<file path="config.mk">
export PLATFORM = sky130hd
export DESIGN_NAME = rmss_ram
export DESIGN_NICKNAME = d
export VERILOG_FILES = /design/src/hdl/rmss_ram.sv
export SDC_FILE = /design/constraint.sdc
export NUM_CORES = 1
export LEC_CHECK = 0
export BUFFER_PORTS_ARGS = -buffer_cell sky130_fd_sc_hd__buf_2
export CAP_MARGIN = 0
export CORE_MARGIN = 5
export CORE_UTILIZATION = 35
export CTS_CLUSTER_DIAMETER = 30
export CTS_CLUSTER_SIZE = 16
export DETAILED_ROUTE_END_ITERATION = 6
export GPL_TIMING_DRIVEN = 0
export SYNTH_ARGS = -nofsm -noshare
export SYNTH_HDL_FRONTEND = slang
export SYNTH_SLANG_ARGS = --single-unit
</file>
<file path="constraint.sdc">
create_clock -name clk -period 4.55 [get_ports clk]
set_clock_uncertainty 0.2 [all_clocks]
set_input_delay 0.455 -clock clk [delete_from_list [all_inputs] [get_ports clk]]
set_output_delay 0.455 -clock clk [all_outputs]
set_load 0.01 [all_outputs]
</file>
<file path="src/hdl/rmss_ram.sv">
// generic single write port, single read port ram with registered read data
// no dependencies
`default_nettype none

module rmss_ram #(
  parameter int WIDTH = 8,
  parameter int DEPTH = 16
) (
  input  wire logic                     clk,
  input  wire logic                     wr_en,
  input  wire logic [$clog2(DEPTH)-1:0] wr_addr,
  input  wire logic [WIDTH-1:0]         wr_data,
  input  wire logic [$clog2(DEPTH)-1:0] rd_addr,
  output logic      [WIDTH-1:0]         rd_data
);

  logic [WIDTH-1:0] mem [DEPTH];

  always_ff @(posedge clk) begin
    if (wr_en) begin
      mem[wr_addr] <= wr_data;
    end
    rd_data <= mem[rd_addr];
  end

endmodule

`default_nettype wire

</file>
==> results of run 1 <==
-- worst max-delay path by stage --
stage	start	cells past startpoint	endpoint	slack, ns
CTS	wr_addr[2]	3	mem[0][1]$_DFFE_PP_	2.25
finish	wr_addr[3]	3	mem[12][1]$_DFFE_PP_	2.58
floorplan	wr_addr[2]	2	mem[0][0]$_DFFE_PP_	2.40
global route	wr_addr[2]	3	mem[8][1]$_DFFE_PP_	2.46
global placement	wr_addr[2]	3	mem[0][2]$_DFFE_PP_	1.83
detailed placement	wr_addr[2]	3	mem[0][2]$_DFFE_PP_	1.81
-- cell usage in the layout (no fill, tap or decap) --
master / instances
nand2_1: 9
buf_6: 3
nand2b_1: 2
mux4_2: 18
nand3_1: 1
clkdlybuf4s25_2: 3
buf_2: 27
and2_1: 1
nand3b_1: 2
clkinv_2: 7
clkinv_1: 2
clkbuf_1: 3
dfxtp_1: 8
nor2b_1: 1
mux4_1: 14
nor3_2: 1
edfxtp_1: 128
nor3_1: 3
nor2_1: 13
bufinv_16: 3
buf_4: 1
and2b_1: 1
a22oi_1: 16
clkbuf_16: 17
or3b_2: 1
-- power by group through the flow --
stage	registers (W)	clock network [W]	logic (W)
5_1_grt	0.00141	0.00141	0.000149
3_5_place_dp	0.00143	0	0.000141
6_report	0.00141	0.00133	0.000139
2_1_floorplan	0.00144	0	0.0000711
3_3_place_gp	0.00143	0	0.000137
4_1_cts	0.00141	0.00135	0.000141
-- flip-flops by register name, summed over array words and instances (netlist names) --
signal	cells
rd_data	8
mem	128
-- through the flow --
stage	hold WS [ns]	setup WS [ns]	utilization	power [W]
6_report	0.264	2.58	0.419	0.00288
5_1_grt	0.249	2.46	0.419	0.00297
2_1_floorplan	0.354	2.40	-	0.00151
3_3_place_gp	0.478	1.83	0.380	0.00157
4_1_cts	0.245	2.25	0.419	0.00290
3_5_place_dp	0.489	1.81	0.380	0.00157
-- cell usage after synthesis --
cell / n / share of area
mux4_1: 14 / 0.071
nand3b_1: 2 / 0.0029
dfxtp_1: 8 / 0.031
nor3_1: 4 / 0.0039
buf_6: 3 / 0.0066
buf_2: 3 / 0.0029
nand2b_1: 2 / 0.0024
and2b_1: 1 / 0.0015
or3b_2: 1 / 0.0017
nor2b_1: 1 / 0.0012
mux4_2: 18 / 0.079
nor2_1: 13 / 0.0095
nand3_1: 1 / 0.00097
buf_4: 1 / 0.0015
edfxtp_1: 128 / 0.75
and2_1: 1 / 0.0012
clkdlybuf4s25_2: 3 / 0.0058
nand2_1: 9 / 0.0066
a22oi_1: 16 / 0.023
-- per-layer routing --
metal	global-route usage	wire, µm	vias to the layer above
li1	-	-	1055
met1	0.173	4710	1262
met2	0.187	5060	82
met3	0.0466	702	6
met4	0.0394	114	0
met5	0	0	-
-- cell families after synthesis --
logic type	Yosys count	synth area share
muxes	32	0.150
buffers and inverters	10	0.0168
DFF	136	0.778
AOI/OAI and AO/OA	16	0.0233
and+or+nand+nor	35	0.0318
-- worst max-delay path: cells and delay by family --
kind	cells	cell delay (ns)
AND/OR/NAND/NOR	2	1.18
buffers and inverters	1	0.13
-- cell type report --
cell class / instances / share of cell area
Sequential cell: 136 / 0.659
Timing Repair Buffer: 24 / 0.0198
Buffer: 10 / 0.0142
Clock inverter: 12 / 0.0218
Multi-Input combinational cell: 83 / 0.175
Tap cell: 184 / 0.0379
Clock buffer: 20 / 0.0719
==> results by group, run 1 <==
STA
  • RSZ-0062 raised after global routing: false
  • Normalized max-slew margin: 0.107
  • Worst Tran Pin Value: 1.33 ns
  • Fin. max-slew vios: 0
  • Max Freq: 508 MHz
  • Fin crit period: between 1.5 and 2 ns
  • Fin Setup TNS: 0 ns
  • Final setup viols: 0
  • Fin crit share: 0.432
  • Final hold violation count: 0

Placement
  • DP HPWL: 6.77 mm
  • Buffers on Ports: 24
  • GP Congestion: 0.785
  • Post-placement cell count: 437
  • Placed inst area: 5500 µm²

Logic synthesis
  • #FFs+latches synth: approximately 140
  • Sequential fraction of the synthesis area: 0.778
  • Syn Nets: between 200 and 250
  • Mapped Cells: 229
  • Syn Std Cell Area: 5150 µm²
  • Number of warning messages in the yosys log: 0
  • Avg Inst Size Synth: around 22 µm²
  • Yosys cell types: 19

Clock network
  • Sink Count: 136
  • Clk pin slew, worst setup/hold paths: 0.05 ns
  • CTS HTree Levels: 4
  • Hold_buf cts: 0
  • Max clock buf depth: 2
  • TritonCTS clock tree: done
  • Clock tree root buffer cell: clkbuf_16
  • Postcts setup bufs: 0
  • # resized after CTS: 0
  • Total CTS buffers: 17
  • Worst-Skew Late Latency: 0.41 ns

Setup path
  • Critical path type: input pin to flop
  • Crit path required time: 4.36 ns
  • Flop2flop setup slack: 2.83 ns
  • Crit path arrival time: about 1.8 ns
  • CP Cell Sequence: buf_2 > nand3_1 > nor3_1
  • Startpoint Class: input pin
  • Slowest cell delay on critical path: about 1.0 ns
  • Crit-path slowest cell: nor3_1
  • CP max FO: 8
  • Worst Setup End Kind: flop
  • Worst reg2reg startpoint: mem[1][0]$_DFFE_PP_
  • RR Endpoint: rd_data[0]$_DFF_P_
  • Reg2Reg Depth: 3

Final layout
  • Number of antenna diodes: 0
  • Register area: approximately 4000 µm²
  • Non-filler cells, final: 469
  • Nets: between 200 and 300
  • Share of cells above drive strength 1: 0.284
  • # fillers: 1,253
  • Final instance area: 6070 µm²
  • Multi-input gate area: between 1000 and 1500 µm²
  • Syn-to-layout area delta: 18.0%

Min path
  • Worst hold start: wr_data[0]
  • Hold worst-path end: mem[3][0]$_DFFE_PP_
  • Hold path cells: 1
  • Hold WC Path Type: input pin to flop

Detailed routing
  • WL/cell: about 23 µm
  • Final WL: 10.6 mm
  • Antenna Nets Post-Route: 0
  • Vias after detailed routing: 2,405
  • Via density: ~5.1
  • Remaining DRCs: 0
  • DR iter-0 viols: 229
  • DRT Pass-1 Iters: 5

Global routing
  • Vias in the first global route: 2,513
  • Global-route wire length before repair: 15.6 mm
  • Grt ovf: 0
  • Initial antenna violation count: 0
  • GRT Total Usage: 0.126
  • Largest net degree at the start of global routing: 17

Power and ir drop
  • Sequential power share: 0.489
  • P_sw: 0.000572 W
  • Maximum vdd drop: slightly below 0.0004 V
  • Sw Share: 0.199
  • Pint: 0.00231 W
  • Combinational share of power: 0.048
  • Clock power frac: 0.463
  • PwrDens: 474 nW/µm²
  • Lkg Pwr: 2.03 nW

Die
  • Total die area: ~17,000 µm²
  • Std cell rows: 44
  • Initial Util: 0.356
  • Die Y: around 130 µm
  • Top Ports: 26
  • Core Area: 14,500 µm²
  • Horiz. Die Dim: approximately 130 µm

Status
  • Status: complete, no violations

Flow run
  • Max-cap violation count: 0
(Power assumes the default switching activity.)
==> inputs of run 2 (changes only) <==
Clock period 4.55 ns to 1.8 ns, I/O delays scaled along.
==> run 2 against run 1 <==
Effect of this change: critical endpoint is now mem[4][3]$_DFFE_PP_; via count is essentially flat; sequential share of layout area decreased by 1.1 points; clock power rose to 2.6 times the previous value; routed wire length fell by 0.70%; first-iteration DRC count grew 0.87%; hold slack lost 0.24 ns; core utilization is 0.73 points higher; global-route usage shrank 0.20 points; combinational power rose to 2.6 times the previous value; highest routed layer unchanged; final cell count rose by 1.5%; sequential power increased to 2.5 times the previous value.
==> results by group, run 2 (same netlist as run 1, synthesis figures left out) <==
Status
  • Status: complete, no violations

Final layout
  • Final instance area: 6180 µm² (+1.7%)
  • Biggest register: mem
  • Max reg flops: 128 (unchanged)
  • Share of cells above drive strength 1: 0.281 (-0.00339)
  • Syn-to-layout area delta: 20.0%
  • Most frequent cells in the layout: 128 x edfxtp_1, 27 x buf_2, 18 x mux4_2
  • Number of antenna diodes: 0 (unchanged)
  • Leading cell type in the layout, fill and taps excluded: edfxtp_1
  • Nets: 298 (+2.8%)
  • Largest registers: mem x128, rd_data x8

Setup path
  • Worst reg2reg startpoint: mem[1][0]$_DFFE_PP_
  • Worst Setup End Kind: flop
  • Flop2flop setup slack: 0.07 ns (-2.76 ns)
  • Startpoint Class: input pin
  • Critical path type: input pin to flop
  • Reg2Reg Depth: 3 (unchanged)
  • Crit path arrival time: 1.55 ns (-0.23 ns)
  • CP max FO: 8 (unchanged)
  • Crit path required time: 1.61 ns (-2.75 ns)
  • RR Endpoint: rd_data[0]$_DFF_P_

STA
  • Worst Tran Pin Value: 1.32 ns (-0.00973 ns)
  • Normalized max-slew margin: 0.113 (+0.00653)
  • Fin crit period: 1.73 ns
  • Final setup margin: 0.0657 ns (-2.52 ns)
  • Fin crit share: 0.963
  • Final setup viols: 0 (unchanged)
  • Max Freq: 577 MHz
  • Fin. max-slew vios: 0 (unchanged)
  • Final hold violation count: 0 (unchanged)
  • RSZ-0062 raised after global routing: false

Global routing
  • GR peak layer: met2
  • Grt ovf: 0 (unchanged)
  • Met2 Track Usage GR: 0.182 (-0.00480)
  • M1 GR Usage: 0.170 (-0.00294)
  • Global-route wire length before repair: 15.5 mm (-0.79%)
  • GRT met3 Usage: 0.0531 (+0.00650)
  • Largest net degree at the start of global routing: 17 (unchanged)
  • Vias in the first global route: 2,521 (+0.32%)
  • Initial antenna violation count: 0 (unchanged)
  • GRT Total Usage: 0.124 (-0.00200)

Die
  • Initial Util: 0.356 (unchanged)
  • Horiz. Die Dim: 131 µm (unchanged)
  • Std cell rows: 44 (unchanged)
  • Core Area: 14,500 µm² (unchanged)
  • Top Ports: 26 (unchanged)
  • Die Y: 131 µm (unchanged)
  • Total die area: 17,200 µm² (unchanged)

Placement
  • Setup Slack @ Placement: -0.394 ns (-2.20 ns)
  • Placed inst area: 5500 µm² (about the same)
  • GP Congestion: 0.756 (-3.7%)
  • DP HPWL: 6.72 mm (-0.83%)
  • Buffers on Ports: 24 (unchanged)

Min path
  • Hold worst-path end: mem[5][3]$_DFFE_PP_
  • Hold path cells: 1 (unchanged)
  • Hold WC Path Type: input pin to flop
  • Worst hold start: wr_data[3]

Detailed routing
  • WL/cell: 22.1 µm (-2.2%)
  • Via density: 5.05 (-1.5%)
  • Remaining DRCs: 0 (unchanged)
  • Final WL: 10.5 mm (-0.70%)
  • DRT Pass-1 Iters: 4 (-1)
  • Antenna Nets Post-Route: 0 (unchanged)
  • DR iter-0 viols: 231 (+0.87%)
  • Vias after detailed routing: 2,404 (-0.042%)

Power and ir drop
  • Maximum vdd drop: 0.00108 V (+170%)
  • Lkg Pwr: 2.06 nW (+1.9%)
  • PwrDens: 1200 nW/µm² (+150%)

Clock network
  • TritonCTS clock tree: done
  • Postcts setup bufs: 0 (unchanged)
  • Max clock buf depth: 2 (unchanged)
  • Sink Count: 136 (unchanged)
  • Total CTS buffers: 17 (unchanged)
  • CTS HTree Levels: 4 (unchanged)
  • Clock tree root buffer cell: clkbuf_16
  • Worst-Skew Late Latency: 0.41 ns (about the same)
  • # resized after CTS: 0 (unchanged)
  • Clk pin slew, worst setup/hold paths: 0.06 ns (about the same)

Flow run
  • Max-cap violation count: 0 (unchanged)
run 2: worst max-delay path, cell delays in order:
cell and delay, ns:
buf_2 0.13, nand3b_1 0.21, nor3_1 1.02
run 2: worst max-delay path by stage:
| stage | start | cells after the start | slack (ns) | end |
|---|---|---|---|---|
| after floorplan | wr_addr[2] | 2 | 0.15 | mem[3][0]$_DFFE_PP_ |
| after global placement | wr_addr[2] | 3 | -0.38 | mem[8][7]$_DFFE_PP_ |
| after detailed placement | wr_addr[2] | 3 | -0.39 | mem[8][7]$_DFFE_PP_ |
| after CTS | wr_addr[2] | 3 | 0.03 | mem[8][3]$_DFFE_PP_ |
| after global routing | wr_addr[3] | 3 | 0.003 | mem[4][3]$_DFFE_PP_ |
| final | wr_addr[3] | 3 | 0.07 | mem[4][3]$_DFFE_PP_ |
run 2: where the power goes:
group	internal, W	leakage, nW	switching [W]
clock	0.00229	0.288	0.00120
combinational	0.000151	0.551	0.000217
sequential	0.00354	1.22	0.0000153
run 2: routing by layer:
layer | wire [µm] | up-vias
met1 | 4730 | 1234
li1 | - | 1076
met5 | 0 | -
met4 | 74 | 0
met2 | 4930 | 88
met3 | 783 | 6
run 2: what timing repair did:
item	CTS	global route
endpoints found under the setup margin	0	0
endpoints found under the hold margin	112	0
hold buffers	7	0
run 2: metrics by stage:
step	hold slack [ns]	setup TNS, ns	cells	util	total power [W]
2_1_floorplan	0.0789	0	229	-	0.00381
3_3_place_gp	0.376	-16.84	437	0.380	0.00397
3_5_place_dp	0.381	-18.17	437	0.380	0.00398
4_1_cts	0.00605	0	475	0.426	0.00746
5_1_grt	0.00752	0	476	0.427	0.00766
6_report	0.0213	0	476	0.427	0.00742
run 2: layout make-up:
cell class	count	area (µm²)
Buffer	10	86.3
Clock buffer	20	437
Clock inverter	11	155
Fill cell	1270	8300
Multi-Input combinational cell	83	1070
Sequential cell	136	4000
Tap cell	184	230
Timing Repair Buffer	32	198
==> inputs of run 3 (changes only) <==
Settings changed: CORE_UTILIZATION 35 to 44.
==> run 3 against run 2 <==
Effect of this change: combinational power down 4%; maximum frequency up 2.3%; critical path depth stayed put; clock-buffer cell count stayed put; via count down 1.3%; critical endpoint is now mem[8][3]$_DFFE_PP_.
==> results by group, run 3 (same netlist as run 1, synthesis figures left out) <==
Die
  • Initial Util: 0.449 (+0.0934)
  • Top Ports: 26 (unchanged)
  • Die Y: 118 µm (-10%)
  • Horiz. Die Dim: 118 µm (-10%)
  • Total die area: 14,000 µm² (-19%)
  • Std cell rows: 39 (-11%)
  • Core Area: 11,500 µm² (-21%)

Detailed routing
  • DR iter-0 viols: 125 (-46%)
  • Remaining DRCs: 0 (unchanged)
  • Final WL: 9.61 mm (-8.6%)
  • DRT Pass-1 Iters: 6 (+2)
  • Antenna Nets Post-Route: 0 (unchanged)
  • WL/cell: 22.0 µm (-0.17%)
  • Vias after detailed routing: 2,372 (-1.3%)
  • Via density: 5.44 (+7.7%)

STA
  • Normalized max-slew margin: 0.181 (+0.0676)
  • Worst Tran Pin Value: 1.22 ns (-0.101 ns)
  • RSZ-0062 raised after global routing: false
  • Max Freq: 590 MHz (+2.3%)
  • Fin crit share: 0.942 (-0.0213)
  • Final setup margin: 0.104 ns (+0.0384 ns)
  • Final setup viols: 0 (unchanged)
  • Final hold violation count: 0 (unchanged)
  • Fin crit period: 1.70 ns (-0.0384 ns)
  • Fin. max-slew vios: 0 (unchanged)

Global routing
  • Vias in the first global route: 2,343 (-7.1%)
  • Grt ovf: 0 (unchanged)
  • GRT Total Usage: 0.145 (+0.0210)
  • Largest net degree at the start of global routing: 17 (unchanged)
  • Global-route wire length before repair: 14.4 mm (-7.3%)
  • Initial antenna violation count: 0 (unchanged)

Final layout
  • # fillers: 869 (-32%)
  • Number of antenna diodes: 0 (unchanged)
  • Biggest register: mem
  • Syn-to-layout area delta: 17.7%
  • Register area: 4000 µm² (unchanged)
  • Most frequent cells in the layout: 128 x edfxtp_1, 27 x buf_2, 18 x mux4_2
  • Multi-input gate area: 1070 µm² (unchanged)
  • Share of cells above drive strength 1: 0.273 (-0.00778)
  • Leading cell type in the layout, fill and taps excluded: edfxtp_1
  • Largest registers: mem x128, rd_data x8
  • Nets: 298 (unchanged)
  • Max reg flops: 128 (unchanged)

Placement
  • GP Congestion: 0.746 (-1.3%)
  • Buffers on Ports: 24 (unchanged)
  • DP HPWL: 6.05 mm (-9.9%)
  • Setup Slack @ Placement: -0.387 ns (+0.00697 ns)

Setup path
  • Startpoint Class: input pin
  • CP max FO: 8 (unchanged)
  • Crit path required time: 1.62 ns (about the same)
  • Worst setup startpoint: wr_addr[2]
  • Crit path arrival time: 1.51 ns (-0.04 ns)
  • Worst reg2reg startpoint: mem[1][5]$_DFFE_PP_
  • Worst Setup End Kind: flop
  • Critical path type: input pin to flop

Power and ir drop
  • Sw Share: 0.200 (+0.00608)
  • Combinational share of power: 0.051 (about the same)
  • P_sw: 0.00139 W (-3.5%)
  • Clock power frac: 0.436 (-0.035)
  • Power, Total: 0.00694 W (-6.4%)
  • Pint: 0.00556 W (-7.1%)
  • Maximum vdd drop: 0.000475 V (-56%)
  • Sequential power share: 0.513 (+0.033)
  • PwrDens: 1150 nW/µm² (-4.6%)
  • Lkg Pwr: 2.03 nW (-1.7%)

Min path
  • Hold WC Path Type: input pin to flop
  • Worst hold start: rd_addr[1]

Clock network
  • Sink Count: 136 (unchanged)
  • Max clock buf depth: 2 (unchanged)
  • TritonCTS clock tree: done
  • Total CTS buffers: 17 (unchanged)
  • CTS HTree Levels: 4 (unchanged)
  • Clock tree root buffer cell: clkbuf_16
  • Worst-Skew Late Latency: 0.41 ns (about the same)
  • Clk pin slew, worst setup/hold paths: 0.05 ns (about the same)

Flow run
  • Max-cap violation count: 0 (unchanged)

Status
  • Status: complete, no violations
## run 3: cell count changes in the layout (fill, tap and decap cells not counted)
cell,before,now
clkinvlp_4,1,2
dlygate4sd3_1,7,8
bufinv_16,4,1
clkbuf_4,1,0
clkinv_2,4,5
clkinv_1,2,4
## run 3: power by group through the flow
stage | Clock, W | Combinational (W) | Sequential, W
finish | 0.00303 | 0.000353 | 0.00356
global route | 0.00323 | 0.000386 | 0.00356
detailed placement | 0 | 0.000346 | 0.00362
global placement | 0 | 0.000340 | 0.00362
CTS | 0.00307 | 0.000360 | 0.00356
floorplan | 0 | 0.000180 | 0.00363
## run 3: timing repair
| action | 4_1_cts | 5_1_grt |
|---|---|---|
| setup buffers | 0 | 0 |
| gates resized for setup | 0 | 1 |
| hold endpoints to repair | 128 | 0 |
| setup endpoints to repair | 0 | 1 |
| hold buffers | 8 | 0 |
## run 3: layer usage
layer  vias up  wire length, µm  GRT usage
li1       1072                -          -
met1      1235             4340      0.205
met2        54             4720      0.212
met3        11              425     0.0392
met4         0              125     0.0645
met5         -                0          0
## run 3: per-stage QoR
step	hold WS [ns]	std cells	util	instance area (µm²)	setup TNS (ns)
final	0.0535	436	0.528	6060	0
after global routing	0.0568	436	0.528	6060	0
after CTS	0.0417	436	0.528	6050	0
after detailed placement	0.376	396	0.475	5450	-17.34
after global placement	0.376	396	0.475	5450	-16.16
after floorplan	0.0789	229	-	5150	0
## run 3: final cells by class
cell class / count / area share
clock buffer: 20 / 0.0721
clock inverter: 12 / 0.0140
sequential: 136 / 0.661
multi-input combinational: 83 / 0.176
tap: 143 / 0.0295
buffer: 10 / 0.0143
timing repair buffer: 32 / 0.0330
## run 3: worst paths after layout
kind / to / slack (ns) / cells past startpoint
worst max-delay path: mem[8][3]$_DFFE_PP_ / 0.10 / 3
worst min-delay path: rd_data[0]$_DFF_P_ / 0.05 / 4
worst max register to register: rd_data[5]$_DFF_P_ / 0.19 / 3
worst min register to register: rd_data[2]$_DFF_P_ / 0.48 / 3
## run 3: worst max-delay path, stage by stage
cell	delay, ns
buf_2	0.11
nand3b_1	0.24
nor3_1	0.97
